<file path="src/rtl/spd_pkg.sv">
package spd_pkg;

   // Framing bytes
   localparam logic [7:0] START_BYTE  = 8'h21;   // '!'
   localparam logic [7:0] TYPE_ACCEL  = 8'h41;   // 'A'
   localparam logic [7:0] TYPE_GYRO   = 8'h47;   // 'G'
   localparam logic [7:0] TYPE_MAG    = 8'h4D;   // 'M'
   localparam logic [7:0] TYPE_QUAT   = 8'h51;   // 'Q'
   localparam logic [7:0] TYPE_BUTTON = 8'h42;   // 'B'
   localparam logic [7:0] TYPE_COLOR  = 8'h43;   // 'C'
   localparam logic [7:0] TYPE_LOC    = 8'h4C;   // 'L'
   localparam logic [7:0] ASCII_ZERO  = 8'h30;   // '0'
   localparam logic [7:0] ASCII_ONE   = 8'h31;   // '1'

   // Full frame lengths counted from the start byte
   localparam logic [4:0] LEN_VECTOR  = 5'd15;
   localparam logic [4:0] LEN_QUAT    = 5'd19;
   localparam logic [4:0] LEN_BUTTON  = 5'd5;
   localparam logic [4:0] LEN_COLOR   = 5'd6;

   localparam logic [4:0] COUNT_MAX   = 5'd31;
   localparam logic [4:0] COUNT_TYPE  = 5'd2;
   localparam logic [4:0] COUNT_PAY0  = 5'd3;

   // Packet kinds
   localparam logic [2:0] KIND_ACCEL  = 3'd0;
   localparam logic [2:0] KIND_GYRO   = 3'd1;
   localparam logic [2:0] KIND_MAG    = 3'd2;
   localparam logic [2:0] KIND_QUAT   = 3'd3;
   localparam logic [2:0] KIND_BUTTON = 3'd4;
   localparam logic [2:0] KIND_COLOR  = 3'd5;
   localparam logic [2:0] KIND_LOC    = 3'd6;

   localparam logic STATUS_OK  = 1'b0;
   localparam logic STATUS_BAD = 1'b1;

   localparam int PAY_BYTES = 16;   // largest payload (quaternion)

   typedef struct packed {
      logic       known;
      logic [4:0] len;
      logic [2:0] kind;
   } frame_info_type;

   // Completed packet handed from the parser to the result stage
   typedef struct packed {
      logic             done;
      logic [2:0]       kind;
      logic             status;
      logic [1:0]       last_idx;
      logic [3:0][31:0] words;
   } pkt_type;

   function automatic frame_info_type frame_info(input logic [7:0] t);
      frame_info_type fi;
      fi = '{known: 1'b1, len: LEN_VECTOR, kind: KIND_ACCEL};
      case (t)
         TYPE_ACCEL:  fi.kind = KIND_ACCEL;
         TYPE_GYRO:   fi.kind = KIND_GYRO;
         TYPE_MAG:    fi.kind = KIND_MAG;
         TYPE_LOC:    fi.kind = KIND_LOC;
         TYPE_QUAT: begin
            fi.kind = KIND_QUAT;
            fi.len  = LEN_QUAT;
         end
         TYPE_BUTTON: begin
            fi.kind = KIND_BUTTON;
            fi.len  = LEN_BUTTON;
         end
         TYPE_COLOR: begin
            fi.kind = KIND_COLOR;
            fi.len  = LEN_COLOR;
         end
         default: begin
            fi = '{known: 1'b0, len: 5'd0, kind: KIND_ACCEL};
         end
      endcase
      return fi;
   endfunction

endpackage

</file>
<file path="src/rtl/spd_if.sv">
interface spd_req_if;
   logic       valid;
   logic       ready;
   logic [7:0] in_byte;

   modport source (output valid, output in_byte, input ready);
   modport sink   (input valid, input in_byte, output ready);
endinterface

interface spd_rsp_if;
   logic        valid;
   logic        ready;
   logic [2:0]  packet_kind;
   logic [1:0]  word_index;
   logic [31:0] payload_word;
   logic        status;
   logic        last_word;

   modport source (output valid, output packet_kind, output word_index,
                   output payload_word, output status, output last_word,
                   input ready);
   modport sink   (input valid, input packet_kind, input word_index,
                   input payload_word, input status, input last_word,
                   output ready);
endinterface

</file>
<file path="src/rtl/spd_parser.sv">
module spd_parser
   import spd_pkg::*;
#(
   parameter int MAX_FRAME_BYTES = 19
) (
   input  logic       clock,
   input  logic       reset,
   input  logic       byte_take,
   input  logic [7:0] in_byte,
   output logic       near_end,
   output pkt_type    pkt
);

   localparam int STORE_DEPTH = MAX_FRAME_BYTES - 3;
   localparam int IDX_W       = $clog2(STORE_DEPTH);

   logic       frame_active_ff, frame_active_in;
   logic [4:0] byte_count_ff, byte_count_in;
   logic [7:0] type_code_ff, type_code_in;
   logic [7:0] running_sum_ff, running_sum_in;
   logic [7:0] store_ff [STORE_DEPTH];

   logic           [4:0] cnt_inc;
   logic           [4:0] wr_pos;
   logic                 wr_en;
   logic                 pkt_done;
   logic           [7:0] type_eff;
   frame_info_type       fi;
   frame_info_type       fi_held;
   logic           [7:0] pay [PAY_BYTES];

   assign cnt_inc  = (byte_count_ff == COUNT_MAX) ? COUNT_MAX : byte_count_ff + 5'd1;
   assign type_eff = (cnt_inc == COUNT_TYPE) ? in_byte : type_code_ff;
   assign fi       = frame_info(type_eff);
   assign fi_held  = frame_info(type_code_ff);
   assign wr_pos   = cnt_inc - COUNT_PAY0;

   // Next byte would close the frame (type already known, so count >= 2)
   assign near_end = frame_active_ff && fi_held.known && (cnt_inc == fi_held.len);

   always_comb begin
      frame_active_in = frame_active_ff;
      byte_count_in   = byte_count_ff;
      type_code_in    = type_code_ff;
      running_sum_in  = running_sum_ff;
      wr_en           = 1'b0;
      pkt_done        = 1'b0;
      if (byte_take) begin
         if (in_byte == START_BYTE) begin
            frame_active_in = 1'b1;
            byte_count_in   = 5'd1;
            type_code_in    = 8'd0;
            running_sum_in  = START_BYTE;
         end else if (frame_active_ff) begin
            byte_count_in = cnt_inc;
            type_code_in  = type_eff;
            if (!fi.known) begin
               frame_active_in = 1'b0;
            end else if (cnt_inc < fi.len) begin
               wr_en          = (cnt_inc >= COUNT_PAY0) && (wr_pos < 5'(STORE_DEPTH));
               running_sum_in = running_sum_ff + in_byte;
            end else begin
               frame_active_in = 1'b0;
               pkt_done        = 1'b1;
            end
         end
      end
   end

   always_ff @(posedge clock) begin
      if (reset) begin
         frame_active_ff <= 1'b0;
         byte_count_ff   <= 5'd0;
         type_code_ff    <= 8'd0;
         running_sum_ff  <= 8'd0;
      end else begin
         frame_active_ff <= frame_active_in;
         byte_count_ff   <= byte_count_in;
         type_code_ff    <= type_code_in;
         running_sum_ff  <= running_sum_in;
      end
   end

   always_ff @(posedge clock) begin
      if (wr_en) begin
         store_ff[wr_pos[IDX_W-1:0]] <= in_byte;
      end
   end

   for (genvar g = 0; g < PAY_BYTES; g++) begin : g_pay
      assign pay[g] = store_ff[g];
   end

   // Packet contents, valid only alongside pkt.done
   always_comb begin
      pkt.done     = pkt_done;
      pkt.kind     = fi.kind;
      pkt.status   = STATUS_OK;
      pkt.last_idx = 2'd2;
      for (int w = 0; w < 4; w++) begin
         pkt.words[w] = {pay[4*w+3], pay[4*w+2], pay[4*w+1], pay[4*w]};
      end
      if (~running_sum_ff != in_byte) begin
         pkt.status   = STATUS_BAD;
         pkt.last_idx = 2'd0;
         pkt.words[0] = 32'd0;
      end else if (fi.kind == KIND_BUTTON) begin
         pkt.last_idx = 2'd0;
         pkt.words[0] = {23'd0, pay[1] == ASCII_ONE, pay[0] - ASCII_ZERO};
      end else if (fi.kind == KIND_COLOR) begin
         pkt.last_idx = 2'd0;
         pkt.words[0] = {8'd0, pay[2], pay[1], pay[0]};
      end else if (fi.kind == KIND_QUAT) begin
         pkt.last_idx = 2'd3;
      end
   end

endmodule

</file>
<file path="src/rtl/spd_emitter.sv">
module spd_emitter
   import spd_pkg::*;
(
   input  logic      clock,
   input  logic      reset,
   input  pkt_type   pkt,
   output logic      busy,
   spd_rsp_if.source rsp
);

   logic             valid_ff, valid_in;
   logic [1:0]       idx_ff, idx_in;
   logic [2:0]       kind_ff;
   logic             status_ff;
   logic [1:0]       last_idx_ff;
   logic [3:0][31:0] words_ff;
   logic             is_last;

   assign is_last = (idx_ff == last_idx_ff);
   assign busy    = valid_ff;

   always_comb begin
      valid_in = valid_ff;
      idx_in   = idx_ff;
      if (valid_ff && rsp.ready) begin
         if (is_last) begin
            valid_in = 1'b0;
         end else begin
            idx_in = idx_ff + 2'd1;
         end
      end
      // parser only closes a frame while this stage is empty
      if (pkt.done) begin
         valid_in = 1'b1;
         idx_in   = 2'd0;
      end
   end

   always_ff @(posedge clock) begin
      if (reset) begin
         valid_ff <= 1'b0;
         idx_ff   <= 2'd0;
      end else begin
         valid_ff <= valid_in;
         idx_ff   <= idx_in;
      end
   end

   always_ff @(posedge clock) begin
      if (pkt.done) begin
         kind_ff     <= pkt.kind;
         status_ff   <= pkt.status;
         last_idx_ff <= pkt.last_idx;
         words_ff    <= pkt.words;
      end
   end

   assign rsp.valid        = valid_ff;
   assign rsp.packet_kind  = kind_ff;
   assign rsp.word_index   = idx_ff;
   assign rsp.payload_word = words_ff[idx_ff];
   assign rsp.status       = status_ff;
   assign rsp.last_word    = is_last;

endmodule

</file>
<file path="src/rtl/sensor_packet_deframer_core.sv">
// Byte-serial deframer for '!'-framed sensor packets. One received byte is
// taken per req beat; a '!' always opens a new frame, the next byte picks
// the type (A, G, M, L: 12 payload bytes, Q: 16, B: 2, C: 3) and a checksum
// byte closes it. When the checksum (inverted 8-bit sum of every earlier
// frame byte) matches, the payload leaves on rsp as little-endian 32-bit
// beats, one per cycle while rsp is ready, last_word marking the final one;
// a mismatch gives a single beat with status set. Unknown types and bytes
// after a closed frame are dropped silently until the next '!'. Rate: one
// byte per cycle while req is ready; the parser updates on each taken byte
// and a finished packet moves to the result buffer (first rsp beat in the
// cycle after the checksum byte), so req stays ready while rsp beats drain.
// req_chan.ready drops only on the byte closing a frame while the previous
// packet (at most four beats) still waits in the result buffer; frames are
// at least five bytes, so with rsp taken every cycle this never happens.
module sensor_packet_deframer_core
   import spd_pkg::*;
#(
   parameter int MAX_FRAME_BYTES = 19   // sets payload store depth (minus 3)
) (
   input  logic      clock,
   input  logic      reset,
   spd_req_if.sink   req_chan,
   spd_rsp_if.source rsp_chan
);

   logic    near_end;
   logic    busy;
   logic    byte_take;
   pkt_type pkt;

   // hold off only a frame-closing beat while the buffer is occupied
   assign req_chan.ready = !(near_end && busy);
   assign byte_take      = req_chan.valid && req_chan.ready;

   spd_parser #(
      .MAX_FRAME_BYTES (MAX_FRAME_BYTES)
   ) u_parser (
      .clock     (clock),
      .reset     (reset),
      .byte_take (byte_take),
      .in_byte   (req_chan.in_byte),
      .near_end  (near_end),
      .pkt       (pkt)
   );

   spd_emitter u_emitter (
      .clock (clock),
      .reset (reset),
      .pkt   (pkt),
      .busy  (busy),
      .rsp   (rsp_chan)
   );

endmodule

</file>
<file path="src/flat_wrapper.sv">
// flat-port wrapper written by rule: the top's interface ports become plain ports
module sensor_packet_deframer_core_flat import spd_pkg::*;
#(
   parameter int MAX_FRAME_BYTES = 19                                        
)
  (clock, reset, req_chan_valid, req_chan_in_byte, req_chan_ready, rsp_chan_valid, rsp_chan_packet_kind, rsp_chan_word_index, rsp_chan_payload_word, rsp_chan_status, rsp_chan_last_word, rsp_chan_ready);
  spd_req_if req_chan_i ();
  spd_rsp_if rsp_chan_i ();
  input  logic clock;
  input  logic reset;
  input wire logic [$bits(req_chan_i.valid)-1:0] req_chan_valid;
  input wire logic [$bits(req_chan_i.in_byte)-1:0] req_chan_in_byte;
  output wire logic [$bits(req_chan_i.ready)-1:0] req_chan_ready;
  output wire logic [$bits(rsp_chan_i.valid)-1:0] rsp_chan_valid;
  output wire logic [$bits(rsp_chan_i.packet_kind)-1:0] rsp_chan_packet_kind;
  output wire logic [$bits(rsp_chan_i.word_index)-1:0] rsp_chan_word_index;
  output wire logic [$bits(rsp_chan_i.payload_word)-1:0] rsp_chan_payload_word;
  output wire logic [$bits(rsp_chan_i.status)-1:0] rsp_chan_status;
  output wire logic [$bits(rsp_chan_i.last_word)-1:0] rsp_chan_last_word;
  input wire logic [$bits(rsp_chan_i.ready)-1:0] rsp_chan_ready;
  assign req_chan_i.valid = req_chan_valid;
  assign req_chan_i.in_byte = req_chan_in_byte;
  assign req_chan_ready = req_chan_i.ready;
  assign rsp_chan_valid = rsp_chan_i.valid;
  assign rsp_chan_packet_kind = rsp_chan_i.packet_kind;
  assign rsp_chan_word_index = rsp_chan_i.word_index;
  assign rsp_chan_payload_word = rsp_chan_i.payload_word;
  assign rsp_chan_status = rsp_chan_i.status;
  assign rsp_chan_last_word = rsp_chan_i.last_word;
  assign rsp_chan_i.ready = rsp_chan_ready;
  sensor_packet_deframer_core #(.MAX_FRAME_BYTES(MAX_FRAME_BYTES)) u_core (.clock(clock), .reset(reset), .req_chan(req_chan_i), .rsp_chan(rsp_chan_i));
endmodule
</file>
<file path="config.mk">
export PLATFORM = sky130hd
export DESIGN_NAME = sensor_packet_deframer_core_flat
export DESIGN_NICKNAME = d
export VERILOG_FILES = /design/src/rtl/spd_pkg.sv /design/src/rtl/spd_if.sv /design/src/rtl/spd_parser.sv /design/src/rtl/spd_emitter.sv /design/src/rtl/sensor_packet_deframer_core.sv /design/src/flat_wrapper.sv
export SDC_FILE = /design/constraint.sdc
export NUM_CORES = 1
export LEC_CHECK = 0
export ABC_AREA = 1
export BUFFER_PORTS_ARGS = -buffer_cell sky130_fd_sc_hd__buf_2
export CAP_MARGIN = 20
export CELL_PAD_IN_SITES_DETAIL_PLACEMENT = 0
export CELL_PAD_IN_SITES_GLOBAL_PLACEMENT = 1
export CORE_UTILIZATION = 50
export CTS_CLUSTER_DIAMETER = 200
export CTS_CLUSTER_SIZE = 10
export DETAILED_ROUTE_END_ITERATION = 16
export GPL_TIMING_DRIVEN = 0
export PLACE_DENSITY_LB_ADDON = 0.1
export SYNTH_ARGS = -nofsm -noshare
export SYNTH_HDL_FRONTEND = slang
export SYNTH_SLANG_ARGS = --single-unit
</file>
<file path="constraint.sdc">
create_clock -name clock -period 7.9 [get_ports clock]
set_input_delay 1.185 -clock clock [delete_from_list [all_inputs] [get_ports clock]]
set_output_delay 1.185 -clock clock [all_outputs]
set_load 0.02 [all_outputs]
</file>
# Word level (Yosys, flattened, before mapping)

Memory sizes are Yosys's and may differ from the RTL's. A register that Yosys moved wholly into a read port is not among the register bits.
Index checks and enable logic that the tools add are counted.

Shift-type cells: 0
Eq/ne operators: 24
Reduce and logical (&&, ||, !) cells: 23
Muxes and demuxes: 39
Multiply operators: 0
$add $sub $neg: 5
Bitwise logic cells: 2
Order comparisons: 4
Divide/modulo/power cells: 0

Operator list:

| kind                | count |
|---|---|
| $eq 8x7->1 const B  | 14 |
| $bmux 32 s2         | 1 |
| $mux 8              | 7 |
| $pmux 5 s4          | 2 |
| $mux 32             | 1 |
| $mux 1              | 23 |
| $pmux 3 s6          | 1 |
| $eq 8x6->1 const B  | 2 |
| $mux 5              | 3 |
| $reduce_or 7->1     | 2 |
| $reduce_bool 2->1   | 5 |
| $mux 9              | 1 |
| $add 8x8->8         | 1 |
| $ne 8x8->1          | 1 |
| $not 8->8           | 1 |
| $reduce_or 4->1     | 2 |
| $sub 8x6->8 const B | 1 |
| $eq 3x3->1 const B  | 2 |
| $logic_and 1x1->1   | 6 |
| $reduce_and 2->1    | 3 |
| $add 5x1->5 const B | 1 |
| $eq 5x2->1 const B  | 1 |
| $eq 5x5->1          | 1 |
| $eq 5x5->1 const B  | 1 |
| other kinds (13)    | 14 |

RAM bits: 128
Memories kept: 1
Register bits: 55
Latch bits: 0
Bits in read-only memories: 0

Memory list:

| memory                   | depth | width | read ports | clocked after memory_dff | write ports | line             | source |
|---|---|---|---|---|---|---|---|
| u_core.u_parser.store_ff | 16    | 8     | 16         | 14                       | 1           | spd_parser.sv:21 | `logic [7:0] store_ff [STORE_DEPTH];` |

# Logic depth before layout (Yosys ltp)

Gate-level depths: netlist of run 1.

Depth in word-level cells: 15
Depth in mapped cells: 25
Mapped depth without buffers: 24

# Modules after synthesis

From an unflattened synthesis of run 1, not the netlist that was laid out.

Cells, all modules: 1022
Area, all modules: 12288.0 µm²

By module, submodules not included:

| module                      | sequential area each (µm²) | times used | cells each | area each (µm²) |
|---|---|---|---|---|
| spd_parser                  | 4284.1                     | 1          | 672        | 7121.8 |
| spd_emitter                 | 4083.9                     | 1          | 347        | 5149.9 |
| sensor_packet_deframer_core | 0.0                        | 1          | 3          | 16.3 |

# Worst setup path after synthesis of run 1

Ideal clock, no wire load.

Kind: input -> register
Start: in req_chan_in_byte[7]
End: reg u_core.u_emitter.last_idx_ff[0] (enable)
Data arrival time: 5.263 ns
Data required time: 7.413 ns
Setup time: 0.487 ns
Slack: 2.150 ns
Stages: 14
Path through: nand3b_1 -> nand2_1 -> nand2_1 -> nor2_8 -> nand2_2 -> inv_1 -> nor4_1 -> ha_1 -> nand2_1 -> nor2_1 -> nand2_1 -> nand2_1 -> nand3_1 -> inv_1

RTL lines:

| element                | line               | source |
|---|---|---|
| start: declaration     | flat_wrapper.sv:12 | `input wire logic [$bits(req_chan_i.in_byte)-1:0] req_chan_in_byte;` |
| end signal: assignment | spd_emitter.sv:53  | `last_idx_ff <= pkt.last_idx;` |
| end: declaration       | spd_emitter.sv:15  | `logic [1:0] last_idx_ff;` |

# Worst setup path in the final report of run 1

Start: reg u_core.u_parser.byte_count_ff[0]
End: mem u_core.u_parser.store_ff[13][7] (enable)

Longest elaborated chain between the ends: 15
Elaborated cells between the ends (all ways): 33
Those cells by class: add/sub: 2; order compare: 3; eq/ne: 10; mux: 11; reduce/logical: 7

RTL lines:

| element                                   | line             | source |
|---|---|---|
| start: declaration                        | spd_parser.sv:18 | `logic [4:0] byte_count_ff, byte_count_in;` |
| start signal: assignment                  | spd_parser.sv:78 | `byte_count_ff <= byte_count_in;` |
| $add 5x1->5 or $eq 5x5->1 (tied branches) | spd_parser.sv:32 | `assign cnt_inc = (byte_count_ff == COUNT_MAX) ? COUNT_MAX : byte_count_ff + 5'd1;` |
| $mux 5 (*)                                | spd_parser.sv:32 |  |
| $eq 5x2->1                                | spd_parser.sv:33 | `assign type_eff = (cnt_inc == COUNT_TYPE) ? in_byte : type_code_ff;` |
| $mux 8                                    | spd_parser.sv:33 |  |
| $eq 8x7->1                                | spd_pkg.sv:57    | `case (t)` |
| $reduce_or 4->1 (no source line)          | -                |  |
| $pmux 5 s4                                | spd_pkg.sv:57    |  |
| $lt 5x5->1                                | spd_parser.sv:59 | `end else if (cnt_inc < fi.len) begin` |
| $mux 1                                    | spd_parser.sv:59 |  |
| $mux 1                                    | spd_parser.sv:57 | `if (!fi.known) begin` |
| $mux 1                                    | spd_parser.sv:54 | `end else if (frame_active_ff) begin` |
| $mux 1                                    | spd_parser.sv:49 | `if (in_byte == START_BYTE) begin` |
| $mux 1                                    | spd_parser.sv:48 | `if (byte_take) begin` |
| $mux 1                                    | spd_parser.sv:85 | `if (wr_en) begin` |
| $mux 1 (not written as such)              | spd_parser.sv:86 | `store_ff[wr_pos[IDX_W-1:0]] <= in_byte;` |
| end: declaration                          | spd_parser.sv:21 |  |

Mark *: on every way between the ends. The rest lies on a longest branch, timed or not.

==> results.md, run 1 <==
- Worst setup startpoint: u_core.u_parser.byte_count_ff[0]
- Number of routed nets with antenna violations: 0
- Via count: 7081
- Die ar.: 23700 um^2
- CTS Hold Bufs: 0
- Layout area overhead: 13.9%
- Pwr dens: 232 nW/um^2
- Yosys reg bits: 287
- Final WL: 25100 um
- Crit path kind: reg2reg
- WP data required: 8.04 ns
- ANT cells: 0
- Startpoint Class: register
- Starting Density: 51.0%
- Total CTS buffers: 34
- Number of global-route vias before repair: 6731
- Clk Latency, worst-skew pair: 0.52 ns
- H-tree depth: 2
- Worst min-delay path category: reg2reg
- Final GP Congestion: 0.848
- Post-CTS Resized: 0
- First-pass GRT wire length: 38200 um
- Pleak: 0.00496 uW
- Share of layout cells above drive strength 1: 13.3%
- Port Buffers: 51
- Top cells by area, synth: edfxtp_1 68%, nor2_1 5.1%, dfxtp_1 4.3%, nand2_1 4.2%, o21ai_0 3.3%
- Leading area contributor after synthesis: edfxtp_1
- Clock-pin slew of the registers on the worst-case setup and hold paths: 0.06 ns
- CTS root buf: clkbuf_16
- Vias per cell: 5.31
- Final Skew: 0.0171 ns
- Pin count of the biggest net entering global routing: 80
- Post-synthesis sequential area ratio: 72.4%
- DRC: 0
- Setup TNS Final: 0 ns
- CP endpoint: u_core.u_parser.store_ff[13][7]
- Fin crit share: 65.6%
- Peak VDD IR: 0.170 mV
- Async S/R FF share, synth: 0%
- Cells after Synth: 947
- Initial DRC count: 566
- Maximum clock insertion buffer count: 3
- Pre-antenna DRT Iters: 5
- Synthesized Nets: 976
- Overall Global Routing Usage: 21.8%
- Cells on worst reg2reg path: 21
- Setup WS post-layout: 2.72 ns
- Most used DFF post-synth: edfxtp_1
- Final Slew Violations: 0
- RR Endpoint: u_core.u_parser.store_ff[13][7]
- Wire per inst: 18.9 um
- Die height: 154 um
- Num ports: 53
- Yosys warns: 0
- Core area: 22600 um^2
- Worst-path maximum fanout: 10
- Antenna violations before repair: 0
- Status: finished clean
- Syn_area_per_cell: 12.2 um^2
- CTS tree: done
- Number of placement rows: 55
- RR Startpoint: u_core.u_parser.byte_count_ff[0]
- Die X: 154 um
- Hold Vio Cnt, Final: 0
- Gr ovfl total: 0
- Distinct cells, synth: 40
- Max Cap Viol: 0
- CTS sink count: 287
- Place WS: 2.30 ns
- Cell area after synthesis: 11600 um^2
- Final setup fails: 0
- Nets: 1065
- Headroom to the max-slew limit: 31.6%
- Worst EP arrival: 5.32 ns
- Final HPWL DP: 15800 um
- Final min period: 5.18 ns
- Share of the synthesized area in the top cell type: 68.1%
- FF-to-FF setup slack: 2.72 ns
- RSZ-0062 raised after global routing: no
- Post-CTS Setup Inserts: 0
- EDFF count, synth: 262
- Fmax achieved: 193 MHz
- Worst Setup End Kind: register
- Worst-Margin Slew: 1.02 ns
-- cell type report --
| class | count | area (um^2) |
|---|---|---|
| Buffer | 31 | 148 |
| Clock buffer | 45 | 913 |
| Clock inverter | 3 | 33.8 |
| Fill cell | 1916 | 9480 |
| Inverter | 85 | 324 |
| Multi-Input combinational cell | 544 | 2730 |
| Sequential cell | 287 | 8370 |
| Tap cell | 285 | 357 |
| Timing Repair Buffer | 53 | 288 |
-- worst min-delay path by stage --
stage | depth (start not counted) | to | slack (ns) | from
global placement | 0 | u_core.u_emitter.words_ff[33] | 0.40 | u_core.u_parser.store_ff[4][1]
floorplan | 0 | u_core.u_emitter.words_ff[100] | 0.40 | u_core.u_parser.store_ff[12][4]
global route | 0 | u_core.u_emitter.words_ff[120] | 0.42 | u_core.u_parser.store_ff[15][0]
detailed placement | 0 | u_core.u_emitter.words_ff[109] | 0.40 | u_core.u_parser.store_ff[13][5]
CTS | 0 | u_core.u_emitter.words_ff[122] | 0.41 | u_core.u_parser.store_ff[15][2]
finish | 0 | u_core.u_emitter.words_ff[122] | 0.40 | u_core.u_parser.store_ff[15][2]
-- cells in the final DEF (no fill, tap or decap), types with 32 or more instances in the layout --
master     synthesis  layout
o21ai_0           76      76
clkbuf_1          22      32
o22ai_1           32      32
edfxtp_1         262     262
nand2_1          129     129
clkbuf_16          0      35
nor2_1           158     158
nand3_1           34      34
buf_2              4      56
inv_1             81      80
-- power by group --
part	switching [uW]	total [uW]	internal [uW]
clock network	569	1370	806
registers	0.0643	1640	1640
logic	26.3	32.9	6.55
-- state kept, by name, indices dropped and copies added (netlist names) --
| name | flops |
|---|---|
| u_core.u_emitter.words_ff | 128 |
| u_core.u_parser.store_ff | 128 |
| u_core.u_parser.running_sum_ff | 8 |
| u_core.u_parser.type_code_ff | 8 |
| u_core.u_parser.byte_count_ff | 5 |
| u_core.u_emitter.rsp.packet_kind | 3 |
| u_core.u_emitter.last_idx_ff | 2 |
| u_core.u_emitter.rsp.word_index | 2 |
| u_core.u_emitter.busy | 1 |
| u_core.u_emitter.rsp.status | 1 |
| u_core.u_parser.frame_active_ff | 1 |
-- kinds of logic after synthesis --
| family | Yosys count | synth area share (%) |
|---|---|---|
| and+or+nand+nor | 379 | 14.5 |
| DFF | 287 | 72.4 |
| adders and majority gates | 17 | 1.91 |
| AOI/OAI and AO/OA | 141 | 6.65 |
| xor gates and xnor gates | 7 | 0.530 |
| buffers and inverters | 116 | 4.04 |
-- metal layers --
layer	global-route usage (%)	wire length, um	vias up
li1	-	-	3471
met1	30.0	11100	3371
met4	6.00	466	0
met2	35.8	12000	198
met5	0	0	-
met3	3.97	1540	41
-- worst max-delay path, stage by stage, from the launching register on --
cell and delay [ns]:
dfxtp_1 0.43, ha_1 0.30, inv_1 0.08, nand2_1 0.06
nand2_1 0.06, nor2_1 0.19, nand3_2 0.16, buf_6 0.18
nand2_1 0.05, nand2_1 0.12, nand2_1 0.09, nor2_1 0.05
nand2_2 0.17, inv_1 0.19, nor4_1 0.32, ha_1 0.29
a21oi_1 0.14, nor2_1 0.05, a211oi_1 0.41, a21boi_1 0.33
nand4_1 0.26, nor2_1 0.84
-- through the flow --
step | instance area [um^2] | utilization [%] | power (uW) | instances | hold slack [ns]
floorplan | 11600 | - | 1690 | 947 | 0.400
global placement | 12200 | 53.7 | 1710 | 1283 | 0.400
detailed placement | 12200 | 53.9 | 1710 | 1285 | 0.405
CTS | 13200 | 58.1 | 3080 | 1333 | 0.409
global route | 13200 | 58.1 | 3140 | 1333 | 0.420
finish | 13200 | 58.1 | 3050 | 1333 | 0.402
-- synthesized netlist by cell type, types with 2 or more instances --
| master | instances |
|---|---|
| a21oi_1 | 24 |
| buf_2 | 4 |
| buf_6 | 3 |
| clkbuf_1 | 22 |
| clkinv_1 | 2 |
| dfxtp_1 | 25 |
| edfxtp_1 | 262 |
| ha_1 | 16 |
| inv_1 | 81 |
| inv_2 | 2 |
| nand2_1 | 129 |
| nand2_2 | 12 |
| nand2_4 | 3 |
| nand3_1 | 34 |
| nand3_2 | 6 |
| nand3b_1 | 4 |
| nand4_1 | 8 |
| nor2_1 | 158 |
| nor2_2 | 6 |
| nor2_4 | 2 |
| nor3_1 | 6 |
| nor3b_1 | 2 |
| nor4_1 | 3 |
| o21ai_0 | 76 |
| o21ai_1 | 2 |
| o22ai_1 | 32 |
| or2_2 | 4 |
| xor2_1 | 7 |
(Power assumes the default switching activity.)
==> run 2, diff against run 1 <==
==> constraint.sdc (replaced) <==
create_clock -name clock -period 5.25 [get_ports clock]
set_input_delay 0.7875 -clock clock [delete_from_list [all_inputs] [get_ports clock]]
set_output_delay 0.7875 -clock clock [all_outputs]
set_load 0.02 [all_outputs]
==> run 2 against run 1 <==
Effect of this change:
- sequential cell count unchanged
- hold slack better by 0.0025 ns
- sequential share of layout area is 0.81 points lower
- clock-buffer cell count grew 7
- non-clock buffer count is 5 higher
- critical path type unchanged
- critical endpoint is now u_core.u_parser.store_ff[13][4]
==> results.md, run 2 (synthesis results as in run 1) <==
- Total CTS buffers: 34
- Status: finished clean
- Fmax achieved: 205 MHz
- Final setup fails: 0
- Worst-Margin Slew: 0.643 ns
- Overall Global Routing Usage: 21.9%
- Antenna violations before repair: 0
- CTS root buf: clkbuf_16
- Commonest cells after routing, fill and taps aside: 262 x edfxtp_1, 144 x nor2_1, 129 x nand2_1
- Crit path kind: reg2reg
- RR Startpoint: u_core.u_parser.byte_count_ff[0]
- Share of layout cells above drive strength 1: 15.1%
- Via count: 7124
- Nets: 1071
- Initial DRC count: 541
- Fin area: 13300 um^2
- Worst Setup End Kind: register
- Cells on worst reg2reg path: 21
- Final Slew Violations: 0
- Worst min-delay path category: reg2reg
- Most common cell after layout, fill and taps aside: edfxtp_1
- RR Endpoint: u_core.u_parser.store_ff[13][4]
- Final Skew: 0.0172 ns
- Worst Hold Launch: u_core.u_parser.store_ff[10][2]
- Port Buffers: 51
- Pin count of the biggest net entering global routing: 44
- Final Util: 58.9%
- Die height: 154 um
- Final GP Congestion: 0.842
- Headroom to the max-slew limit: 56.8%
- Layout area overhead: 15.3%
- Max Cap Viol: 0
- FF-to-FF setup slack: 0.37 ns
- CTS Hold Bufs: 0
- Num ports: 53
- WP data required: 5.39 ns
- Worst Hold Path EP: u_core.u_emitter.words_ff[82]
- Maximum clock insertion buffer count: 3
- Gr ovfl total: 0
- Peak VDD IR: 0.183 mV
- First-pass GRT wire length: 38700 um
- Worst EP arrival: 5.03 ns
- Pleak: 0.00500 uW
- Clk Latency, worst-skew pair: 0.51 ns
- RSZ-0062 raised after global routing: yes
- Number of global-route vias before repair: 6960
- Startpoint Class: register
- DP Cell Count: 1287
- Max stage delay cell, worst path: nor2_2
- Hold WS: 0.405 ns
- Setup TNS Final: 0 ns
- Cell family contributing the most delay on the critical path: simple AND/OR/NAND/NOR gates
- Placed inst area: 12300 um^2
- Die X: 154 um
- Die ar.: 23700 um^2
- Slowest cell delay on critical path: 0.57 ns
- Pwr dens: 343 nW/um^2
- Starting Density: 51.0%
- H-tree depth: 2
- Core area: 22600 um^2
- Vias per cell: 5.28
- Hold Vio Cnt, Final: 0
- Clock-pin slew of the registers on the worst-case setup and hold paths: 0.06 ns
- DRC: 0
- Worst path bufs/invs: 3
- Fin crit share: 93.0%
- Final HPWL DP: 16200 um
- Number of placement rows: 55
- Number of routed nets with antenna violations: 0
- CTS tree: done
- Pre-antenna DRT Iters: 5
- Wire per inst: 18.8 um
- Critical Path Most Common Cell: nand2_1
- Final WL: 25300 um
- Worst-path maximum fanout: 10
- Worst Hold Depth: 0
- Post-Layout Cell Count: 1348
- Final min period: 4.88 ns
- CTS sink count: 287
- Worst-path cell chain: ha_1, inv_1, nand2_1, nand2_1, nor2_1, nand3_2, buf_6, nand2_1, nand2_1, nand2_1, nor2_1, nand2_2, inv_1, nor4_1, ha_1, a21oi_1, nor2_1, a211oi_2, a21boi_1, nand4_1, nor2_2
==> run 2: changes by cell type in the layout (fill, tap and decap cells not counted), moves of 3 or more <==
cell,change
nor2_1,-14
nor2_2,+4
clkbuf_1,+8
buf_12,+3
nor2_4,+10
buf_4,+4
==> run 2: how the worst max path moves through the flow <==
stage	start	to	slack, ns	depth (start not counted)
floorplan	u_core.u_parser.byte_count_ff[0]	u_core.u_emitter.last_idx_ff[0]	0.03	21
global placement	req_chan_in_byte[5]	u_core.u_emitter.words_ff[85]	-1.62	16
detailed placement	u_core.u_parser.byte_count_ff[0]	u_core.u_parser.store_ff[11][4]	0.16	23
CTS	u_core.u_parser.byte_count_ff[0]	u_core.u_parser.store_ff[11][3]	0.13	23
global route	u_core.u_parser.byte_count_ff[0]	u_core.u_parser.store_ff[13][7]	-0.12	21
finish	u_core.u_parser.byte_count_ff[0]	u_core.u_parser.store_ff[13][4]	0.37	21
==> run 2: final cells by class <==
cell class	count	area, um^2
Clock inverter	4	38.8
Multi-Input combinational cell	544	2820
Tap cell	285	357
Buffer	31	148
Fill cell	1859	9310
Timing Repair Buffer	58	345
Timing Repair inverter	1	5.00
Antenna cell	1	2.50
Clock buffer	52	918
Inverter	85	323
Sequential cell	287	8370
==> run 2: power by group <==
group	internal [uW]	leakage, uW	switching (uW)	total [uW]
registers	2470	0.00264	0.102	2470
clock network	1200	0.000460	848	2050
logic	9.88	0.00191	41.5	51.4
total	3690	0.00500	889	4580
==> run 2: metal layers <==
layer  wire, um  vias to the layer above  global-route usage, %  part of all wire (%)
li1           -                     3492                      -                     -
met1      11100                     3439                   29.0                    44
met2      12600                      152                   37.1                    50
met3       1070                       41                   3.35                   4.2
met4        582                        0                   7.10                   2.3
met5          0                        -                      0                     0
==> run 2: worst register-to-register path: stages (launching register included) <==
cell      delay, ns
dfxtp_1        0.44
ha_1           0.32
inv_1          0.08
nand2_1        0.06
nand2_1        0.05
nor2_1         0.24
nand3_2        0.18
buf_6          0.18
nand2_1        0.06
nand2_1        0.06
nand2_1        0.12
nor2_1         0.06
nand2_2        0.17
inv_1          0.19
nor4_1         0.32
ha_1           0.29
a21oi_1        0.14
nor2_1         0.07
a211oi_2       0.26
a21boi_1       0.33
nand4_1        0.32
nor2_2         0.57
==> run 2: what timing repair did <==
action | in CTS | in global routing
gates resized for setup | 0 | 25
buffers inserted | 0 | 3
setup endpoints to repair | 0 | 233
==> run 2: per-stage QoR <==
| step | total power, uW | setup WS (ns) |
|---|---|---|
| after floorplan | 2540 | 0.0298 |
| after global placement | 2570 | -1.62 |
| after detailed placement | 2570 | 0.162 |
| after CTS | 4620 | 0.128 |
| after global routing | 4710 | -0.121 |
| final | 4580 | 0.366 |
